[src/rtl/lsf_pkg.sv]
// Shared constants, codes and types of the laser-sweep frame generator.
`default_nettype none
package lsf_pkg;

    localparam int DISPLAY_COLS    = 44;
    localparam int MAX_BITMAP_COLS = 1024;
    localparam int PAGE_STEPS      = 3 * DISPLAY_COLS;
    localparam int QUEUE_DEPTH     = 4;

    localparam int COL_AW = $clog2(MAX_BITMAP_COLS);
    localparam int WID_W  = $clog2(MAX_BITMAP_COLS + 1);
    localparam int CNT_W  = $clog2(DISPLAY_COLS + 1);
    localparam int STEP_W = $clog2(PAGE_STEPS);
    localparam int QP_W   = $clog2(QUEUE_DEPTH);
    localparam int QC_W   = $clog2(QUEUE_DEPTH + 1);

    localparam int OPC_W  = 2;
    localparam int PIX_W  = 16;
    localparam int LCOL_W = 6;
    localparam int POS_W  = 12;

    typedef enum logic [OPC_W-1:0] {
        OP_WRITE   = 2'd0,
        OP_TICK    = 2'd1,
        OP_RESTART = 2'd2,
        OP_NONE    = 2'd3
    } t_opcode;

    typedef struct packed {
        t_opcode                 op;
        logic [COL_AW-1:0]       addr;
        logic [PIX_W-1:0]        value;
    } t_cmd;

    typedef enum logic [2:0] {
        ST_IDLE,
        ST_POS,
        ST_SCAN,
        ST_CALC,
        ST_EMIT
    } t_back_state;

    typedef enum logic [1:0] {
        PH_IN,
        PH_STILL,
        PH_OUT
    } t_phase;

endpackage
`default_nettype wire

[src/rtl/lsf_front.sv]
// Front end: accepts input requests, drops unused opcodes, queues commands.
`default_nettype none
module lsf_front (
    input  wire logic                        i_clk,
    input  wire logic                        i_rst_n,
    input  wire logic                        i_in_valid,
    output logic                             o_in_stall,
    input  wire logic [lsf_pkg::OPC_W-1:0]   i_opcode,
    input  wire logic [lsf_pkg::COL_AW-1:0]  i_column_address,
    input  wire logic [lsf_pkg::PIX_W-1:0]   i_column_value,
    output logic                             o_q_valid,
    output lsf_pkg::t_cmd                    o_q_cmd,
    input  wire logic                        i_q_take
);
    import lsf_pkg::*;

    t_cmd             r_slot [QUEUE_DEPTH];
    logic [QP_W-1:0]  r_wr_ptr, n_wr_ptr;
    logic [QP_W-1:0]  r_rd_ptr, n_rd_ptr;
    logic [QC_W-1:0]  r_count,  n_count;
    logic             push;
    logic             pop;
    t_cmd             in_cmd;

    assign o_in_stall = (r_count == QC_W'(QUEUE_DEPTH));
    assign in_cmd     = '{op: t_opcode'(i_opcode), addr: i_column_address,
                          value: i_column_value};
    assign push       = i_in_valid && !o_in_stall && (in_cmd.op != OP_NONE);
    assign pop        = i_q_take && o_q_valid;
    assign o_q_valid  = (r_count != '0);
    assign o_q_cmd    = r_slot[r_rd_ptr];

    always_comb begin
        n_wr_ptr = push ? r_wr_ptr + 1'b1 : r_wr_ptr;
        n_rd_ptr = pop  ? r_rd_ptr + 1'b1 : r_rd_ptr;
        n_count  = r_count;
        if (push && !pop) begin
            n_count = r_count + 1'b1;
        end else if (pop && !push) begin
            n_count = r_count - 1'b1;
        end
    end

    always_ff @(posedge i_clk) begin
        if (!i_rst_n) begin
            r_wr_ptr <= '0;
            r_rd_ptr <= '0;
            r_count  <= '0;
        end else begin
            r_wr_ptr <= n_wr_ptr;
            r_rd_ptr <= n_rd_ptr;
            r_count  <= n_count;
        end
    end

    always_ff @(posedge i_clk) begin
        if (push) begin
            r_slot[r_wr_ptr] <= in_cmd;
        end
    end

endmodule
`default_nettype wire

[config.mk]
export PLATFORM = sky130hd
export DESIGN_NAME = lsf_front
export DESIGN_NICKNAME = d
export VERILOG_FILES = /design/src/rtl/lsf_pkg.sv /design/src/rtl/lsf_front.sv
export SDC_FILE = /design/constraint.sdc
export NUM_CORES = 1
export LEC_CHECK = 0
export ABC_CLOCK_PERIOD_IN_PS = 5200
export BUFFER_PORTS_ARGS = -buffer_cell sky130_fd_sc_hd__buf_4
export CORE_UTILIZATION = 55
export DETAILED_ROUTE_END_ITERATION = 16
export GPL_TIMING_DRIVEN = 1
export PLACE_DENSITY = 0.77
export SYNTH_ARGS = -nofsm -noshare
export SYNTH_HDL_FRONTEND = slang
export SYNTH_SLANG_ARGS = --single-unit
[constraint.sdc]
create_clock -name i_clk -period 5.2 [get_ports i_clk]
set_input_delay 1.04 -clock i_clk [delete_from_list [all_inputs] [get_ports i_clk]]
set_output_delay 1.04 -clock i_clk [all_outputs]
set_load 0.02 [all_outputs]
==> Implementation_results.wiki, run 1 <==
{| class="wikitable"
! Metric !! Value
|-
| Half-perimeter wire length of the detailed placement result || 4680 um
|-
| Worst-Skew Late Latency || 0.51 ns
|-
| Via count || 2165
|-
| Critical Path End Type || primary output
|-
| Hold Violations, Final || 0
|-
| Cts hold-fix bufs || 0
|-
| Final Max Tran Viols || 0
|-
| Clk Tree Root Cell || sky130_fd_sc_hd__clkbuf_8
|-
| FFs w/ async S/R, synth || 0%
|-
| # diodes || 0
|-
| Most instantiated cells after synthesis || 112 x sky130_fd_sc_hd__edfxtp_1, 28 x sky130_fd_sc_hd__mux4_2, 9 x sky130_fd_sc_hd__dfxtp_1
|-
| Final critical delay including setup and external delays || 3.38 ns
|-
| Setup Crit Path Kind || flip-flop to primary output
|-
| Post-synthesis cell type with the largest combined area || sky130_fd_sc_hd__edfxtp_1
|-
| Setup repair after global routing missed its margin || false
|-
| Clock tree from TritonCTS || done
|-
| Share of total power in combinational logic || 21.8%
|-
| Cell-internal power || 2.18 mW
|-
| Clock buffers created by TritonCTS || 17
|-
| Pwr dens || 530 mW/mm2
|-
| Hold slack final || 0.546 ns
|-
| Most common cell in the netlist || sky130_fd_sc_hd__edfxtp_1
|-
| Layout overhead on the synthesized area || 25.1%
|-
| Via count of the first global-routing pass || 2311
|-
| Share of total power consumed by net switching || 27.6%
|-
| Number of synthesized register bits || 121
|-
| Die Span Y || 92.9 um
|-
| DR WL/cell || 20.7 um
|-
| Syn nets || 232
|-
| CP Cell Sequence || mux4_2, buf_4
|-
| Worst min-delay path category || flip-flop to flip-flop
|-
| Delay of the slowest cell on the worst path || 1.00 ns
|-
| Layout Skew || 0.00835 ns
|-
| Crit path arrival time || 2.34 ns
|-
| Pin count of the biggest net entering global routing || 29
|-
| Number of nets in the layout || 310
|-
| Leak Pwr || 1.97 nW
|-
| Share of the synthesized area in the top cell type || 74.1%
|-
| Cell count after synthesis || 194
|-
| Average size of a mapped cell || 23.4 um2
|-
| Number of placed instances with taps included || 355
|-
| Gp weighted congestion || 0.697
|-
| Required time worst endpoint || 4.16 ns
|-
| Avg Vias per Cell || 5.59
|-
| Sort of element at the start of the critical path || flip-flop
|-
| Setup Buffers After CTS || 0
|-
| Hold Path Origin || r_count[2]$_SDFFE_PN0P_
|-
| Length of the first detailed-routing pass in iterations || 4
|-
| Maximum fanout count along the critical path || 28
|-
| Library cell contributing the largest single delay on the critical path || sky130_fd_sc_hd__dfxtp_2
|-
| Power, Total || 3.01 mW
|-
| Remaining design rule violation count || 0
|-
| Post-route antenna net violation count || 0
|-
| Seq pwr share || 41.6%
|-
| Fin cells || 387
|-
| First-pass GRT wire length || 12400 um
|-
| Fraction of the yosys area taken by sequential cells || 78.1%
|-
| Yosys warns || 0
|-
| Maximum clock frequency || 0.296 GHz
|-
| Cell area after synthesis || 0.00454 mm2
|-
| Worst max-slew margin expressed relative to the limit || 31.8%
|-
| Floorplan die area || 0.00862 mm2
|-
| X dimension of the die || 92.9 um
|-
| Share of the clock period used by the worst path after layout || 64.9%
|-
| Distinct cell type count of the synthesized netlist || 23
|-
| Reported net switching power || 0.831 mW
|-
| Final Setup Violations || 0
|-
| Core area || 0.00785 mm2
|-
| Worst Tran Pin Value || 1.02 ns
|-
| Total Neg Setup Slack || 0 ns
|-
| Dominant cells by area after synthesis || sky130_fd_sc_hd__edfxtp_1 74%, sky130_fd_sc_hd__mux4_2 14%, sky130_fd_sc_hd__dfxtp_1 4.0%
|-
| Count of flip-flops with a built-in enable after synthesis || 112
|-
| Startpoint of the lowest-slack register-to-register path || r_count[0]$_SDFFE_PN0P_
|-
| Worst IR Drop VDD || 402 uV
|-
| Share of post-route cells with drive strength above 1 || 45.6%
|-
| Resize count post-CTS || 0
|-
| Number of core rows || 32
|-
| Total routed wirelength || 7990 um
|-
| Max-cap check violation count || 0
|-
| Count of buffers from port buffering || 61
|-
| CTS H-Tree Depth || 4
|-
| Clock-pin slew on the worst setup and hold paths || 0.05 ns
|-
| Status || finished clean
|-
| Sinks on Clock Net || 121
|-
| Antenna violations before repair || 0
|-
| Post-synth top flop || sky130_fd_sc_hd__edfxtp_1
|-
| Residual overflow from global routing || 0
|-
| Boundary pin count || 62
|-
| Global router's overall resource usage || 20.4%
|-
| Starting density of the core || 57.8%
|-
| Number of DRC markers after the initial detailed-route iteration || 98
|-
| Register-to-Register Setup Slack || 2.72 ns
|-
| Bufs on Longest Clock Path || 2
|-
| Proportion of power drawn by the clock network || 36.6%
|}
==> path summary, 6_finish.rpt <==
check,end,depth (start not counted)
min,r_count[2]$_SDFFE_PN0P_,2
min reg2reg,r_count[2]$_SDFFE_PN0P_,2
max,o_q_cmd[14],2
max reg2reg,r_slot[1][14]$_DFFE_PP_,4
==> stage by stage <==
step / worst slack, ns / cell area, um2 / util, %
floorplan: 2.55 / 4540 / -
global placement: 2.20 / 5110 / 65.1
detailed placement: 2.10 / 5110 / 65.1
CTS: 1.74 / 5680 / 72.4
global route: 1.64 / 5680 / 72.4
finish: 1.82 / 5680 / 72.4
==> sequential cells by signal, indices dropped and copies added, names as in the netlist, named ones only <==
register / cells
r_count: 3
r_rd_ptr: 2
r_slot: 112
r_wr_ptr: 2
==> cells in the final DEF, fill, tap and decap left out, drive strengths merged, types with 3 or more instances in the layout <==
master      n
mux4       28
and2        8
ha          5
buf        66
mux2i       3
xnor2       3
nand2       4
edfxtp    112
clkinv      8
clkinvlp    4
inv         5
dfxtp       9
clkbuf     17
==> kinds of logic (layout without fill, tap and decap cells) <==
| group | after synthesis | in the layout | synth area share, % |
|---|---|---|---|
| DFF | 121 | 121 | 78.1 |
| muxes | 31 | 31 | 14.6 |
| and+or+nand+nor | 16 | 16 | 2.12 |
| buffers and inverters | 11 | 102 | 1.49 |
| adders and majority gates | 6 | 6 | 1.82 |
| AOI/OAI and AO/OA | 5 | 5 | 1.19 |
| xor gates and xnor gates | 4 | 4 | 0.772 |
==> critical path, delay by kind of cell, from the launching register on <==
family	cells	cell delay (ns)
DFF	1	1.00
muxes	1	0.64
buffers and inverters	1	0.18
==> layer usage <==
layer / vias to the layer above / GRT usage, % / share of wire [%]
met5: - / 0 / 0
met4: 0 / 7.05 / 1.2
met3: 11 / 6.40 / 4.3
met2: 75 / 33.8 / 53
met1: 1120 / 25.6 / 41
li1: 959 / - / -
==> power groups by stage <==
stage / combinational (mW) / sequential [mW] / clock [mW]
3_3_place_gp: 0.651 / 1.27 / 0
2_1_floorplan: 0.491 / 1.21 / 0
4_1_cts: 0.664 / 1.26 / 1.12
5_1_grt: 0.693 / 1.27 / 1.15
6_report: 0.657 / 1.25 / 1.10
3_5_place_dp: 0.659 / 1.28 / 0
==> final cells by class <==
class                           count  area, um2
Clock buffer                       17        414
Clock inverter                     15        154
Fill cell                         487       2170
Inverter                            4       15.0
Multi-Input combinational cell     62        928
Sequential cell                   121       3540
Tap cell                          102        128
Timing Repair Buffer               66        495
Power figures use the tool's default switching activity.
==> inputs of run 2 (changes only) <==
--- a/config.mk
+++ b/config.mk
@@ -5,7 +5,7 @@
 export SDC_FILE = /design/constraint.sdc
 export NUM_CORES = 1
 export LEC_CHECK = 0
-export ABC_CLOCK_PERIOD_IN_PS = 5200
+export ABC_CLOCK_PERIOD_IN_PS = 3300
 export BUFFER_PORTS_ARGS = -buffer_cell sky130_fd_sc_hd__buf_4
 export CORE_UTILIZATION = 55
 export DETAILED_ROUTE_END_ITERATION = 16
==> constraint.sdc (replaced) <==
create_clock -name i_clk -period 3.3 [get_ports i_clk]
set_input_delay 0.66 -clock i_clk [delete_from_list [all_inputs] [get_ports i_clk]]
set_output_delay 0.66 -clock i_clk [all_outputs]
set_load 0.02 [all_outputs]
==> Implementation_results.wiki, run 2 (same netlist as run 1, synthesis figures left out) <==
{| class="wikitable"
! Metric !! Value
|-
| Count of buffers from port buffering || 61 (unchanged)
|-
| Largest Register || r_slot
|-
| Sort of element at the start of the critical path || flip-flop
|-
| Antenna violations before repair || 0 (unchanged)
|-
| Status || finished clean
|-
| Clock tree from TritonCTS || done
|-
| Residual overflow from global routing || 0 (unchanged)
|-
| Number of placed instances with taps included || 359 (+1.1%)
|-
| Max-cap check violation count || 0 (unchanged)
|-
| Fin cells || 391 (+1.0%)
|-
| Library cell contributing the largest single delay on the critical path || sky130_fd_sc_hd__dfxtp_1
|-
| Share of the clock period used by the worst path after layout || 86.0%
|-
| CTS H-Tree Depth || 4 (unchanged)
|-
| Cts hold-fix bufs || 0 (unchanged)
|-
| Sinks on Clock Net || 121 (unchanged)
|-
| Via count || 2162 (-0.14%)
|-
| Flip-flop count of the largest register, all copies and words added || 112 (unchanged)
|-
| Hold Violations, Final || 0 (unchanged)
|-
| Number of DRC markers after the initial detailed-route iteration || 143 (+46%)
|-
| CP Cell Sequence || buf_4, mux4_2, buf_4
|-
| Most frequent standard cell in the layout excluding fill and tap cells || sky130_fd_sc_hd__edfxtp_1
|-
| Setup Crit Path Kind || flip-flop to primary output
|-
| X dimension of the die || 92.9 um (unchanged)
|-
| Required time worst endpoint || 2.64 ns (-1.52 ns)
|-
| Core area || 0.00785 mm2 (unchanged)
|-
| Worst Tran Pin Value || 0.731 ns (-0.292 ns)
|-
| Total routed wirelength || 8050 um (+0.73%)
|-
| Worst min-delay path category || input port to flip-flop
|-
| Clock buffers created by TritonCTS || 17 (unchanged)
|-
| Length of the first detailed-routing pass in iterations || 4 (unchanged)
|-
| Cell class contributing the biggest share of worst-path delay || flip-flops
|-
| Final critical delay including setup and external delays || 2.84 ns
|-
| Final Max Tran Viols || 0 (unchanged)
|-
| Number of nets in the layout || 314 (+1.3%)
|-
| Leak Pwr || 1.98 nW (+0.62%)
|-
| Final Setup Violations || 0 (unchanged)
|-
| Critical Path End Type || primary output
|-
| DR WL/cell || 20.6 um (-0.30%)
|-
| Setup Buffers After CTS || 0 (unchanged)
|-
| Layout overhead on the synthesized area || 26.0%
|-
| Number of core rows || 32 (unchanged)
|-
| Resize count post-CTS || 0 (unchanged)
|-
| Total Neg Setup Slack || 0 ns (unchanged)
|-
| Via count of the first global-routing pass || 2320 (+0.39%)
|-
| Floorplan die area || 0.00862 mm2 (unchanged)
|-
| Avg Vias per Cell || 5.53 (-1.2%)
|-
| Leading cell types in the layout, fill and taps excluded || 112 x sky130_fd_sc_hd__edfxtp_1, 66 x sky130_fd_sc_hd__buf_4, 28 x sky130_fd_sc_hd__mux4_2, 16 x sky130_fd_sc_hd__clkbuf_16
|-
| Share of post-route cells with drive strength above 1 || 45.0% (-0.63 points)
|-
| Half-perimeter wire length of the detailed placement result || 4630 um (-1.1%)
|-
| Count of buffer and inverter cells on the critical path || 2 (+1)
|-
| First-pass GRT wire length || 12700 um (+2.6%)
|-
| Clk Tree Root Cell || sky130_fd_sc_hd__clkbuf_8
|-
| Layout Skew || 0.00714 ns (-0.00121 ns)
|-
| Maximum fanout count along the critical path || 14 (-50%)
|-
| Gp weighted congestion || 0.727 (+4.3%)
|-
| Worst max-slew margin expressed relative to the limit || 51.2% (+19 points)
|-
| Crit path arrival time || 2.18 ns (-0.16 ns)
|-
| # diodes || 0 (unchanged)
|-
| Delay of the slowest cell on the worst path || 0.79 ns (-0.21 ns)
|-
| Global router's overall resource usage || 21.2% (+0.72 points)
|-
| Top flop regs || r_slot: 112 flops, r_count: 3 flops
|-
| Boundary pin count || 62 (unchanged)
|-
| Cell occurring most often along the worst timing path || sky130_fd_sc_hd__buf_4
|-
| Maximum clock frequency || 0.353 GHz
|-
| Pwr dens || 816 mW/mm2 (+54%)
|-
| Worst-Skew Late Latency || 0.50 ns (about the same)
|-
| Pin count of the biggest net entering global routing || 21 (-28%)
|-
| Remaining design rule violation count || 0 (unchanged)
|-
| Post-route antenna net violation count || 0 (unchanged)
|-
| Die Span Y || 92.9 um (unchanged)
|-
| Clock-pin slew on the worst setup and hold paths || 0.06 ns (about the same)
|-
| Setup repair after global routing missed its margin || false
|-
| Bufs on Longest Clock Path || 2 (unchanged)
|-
| Worst IR Drop VDD || 503 uV (+25%)
|-
| Starting density of the core || 57.8% (unchanged)
|}
## run 2: cell count changes in the layout (fill, tap and decap cells not counted), sizes merged
cell / delta
clkinv: +1
buf: +4
clkbuf: +1
bufinv: -1
inv: -1
## run 2: path summary, 6_finish.rpt
kind / start / end / slack (ns) / depth (start not counted)
worst min register to register: r_wr_ptr[1]$_SDFFE_PN0P_ / r_wr_ptr[1]$_SDFFE_PN0P_ / 0.51 / 2
worst min-delay path: i_column_address[0] / r_slot[2][16]$_DFFE_PP_ / 0.36 / 1
worst max register to register: r_count[0]$_SDFFE_PN0P_ / r_count[2]$_SDFFE_PN0P_ / 0.93 / 8
worst max-delay path: flip-flop / o_q_cmd[13] / 0.46 / 3
## run 2: area by class of cell
type	instances	area (um2)
tap	102	128
clock buffer	18	418
fill	478	2130
timing repair buffer	70	576
clock inverter	14	109
inverter	4	15.0
multi-input combinational	62	928
sequential	121	3540
## run 2: metal layers
metal	vias to the layer above	part of all wire (%)	global-route usage, %
met5	-	0	0
met4	0	0.72	9.10
met3	6	5.3	5.50
met2	74	53	34.6
met1	1119	41	26.9
li1	963	-	-
## run 2: worst reg2reg max path, stage by stage, from the launching register on
cell	delay, ns
sky130_fd_sc_hd__dfxtp_1	0.48
sky130_fd_sc_hd__nor3b_2	0.12
sky130_fd_sc_hd__a211oi_4	0.37
sky130_fd_sc_hd__ha_1	0.25
sky130_fd_sc_hd__inv_1	0.07
sky130_fd_sc_hd__fa_1	0.38
sky130_fd_sc_hd__xor2_1	0.16
sky130_fd_sc_hd__or3_1	0.30
sky130_fd_sc_hd__a21boi_0	0.16
## run 2: per-stage QoR
stage          setup WS [ns]  area [um2]  util, %  hold WS, ns  power [mW]
3_3_place_gp           0.813        5190     66.2        0.495        3.08
3_5_place_dp           0.723        5190     66.2        0.502        3.09
4_1_cts                0.382        5720     72.9        0.335        4.71
5_1_grt                0.304        5720     72.9        0.330        4.86
6_report               0.463        5720     72.9        0.356        4.67
2_1_floorplan           1.03        4540        -        0.468        2.67
## run 2: power by group
| group | switching, mW | internal, mW | leakage, nW |
|---|---|---|---|
| registers | 0.121 | 1.82 | 1.10 |
| logic | 0.543 | 0.576 | 0.638 |
| clock network | 0.621 | 0.982 | 0.249 |
| total | 1.28 | 3.38 | 1.98 |
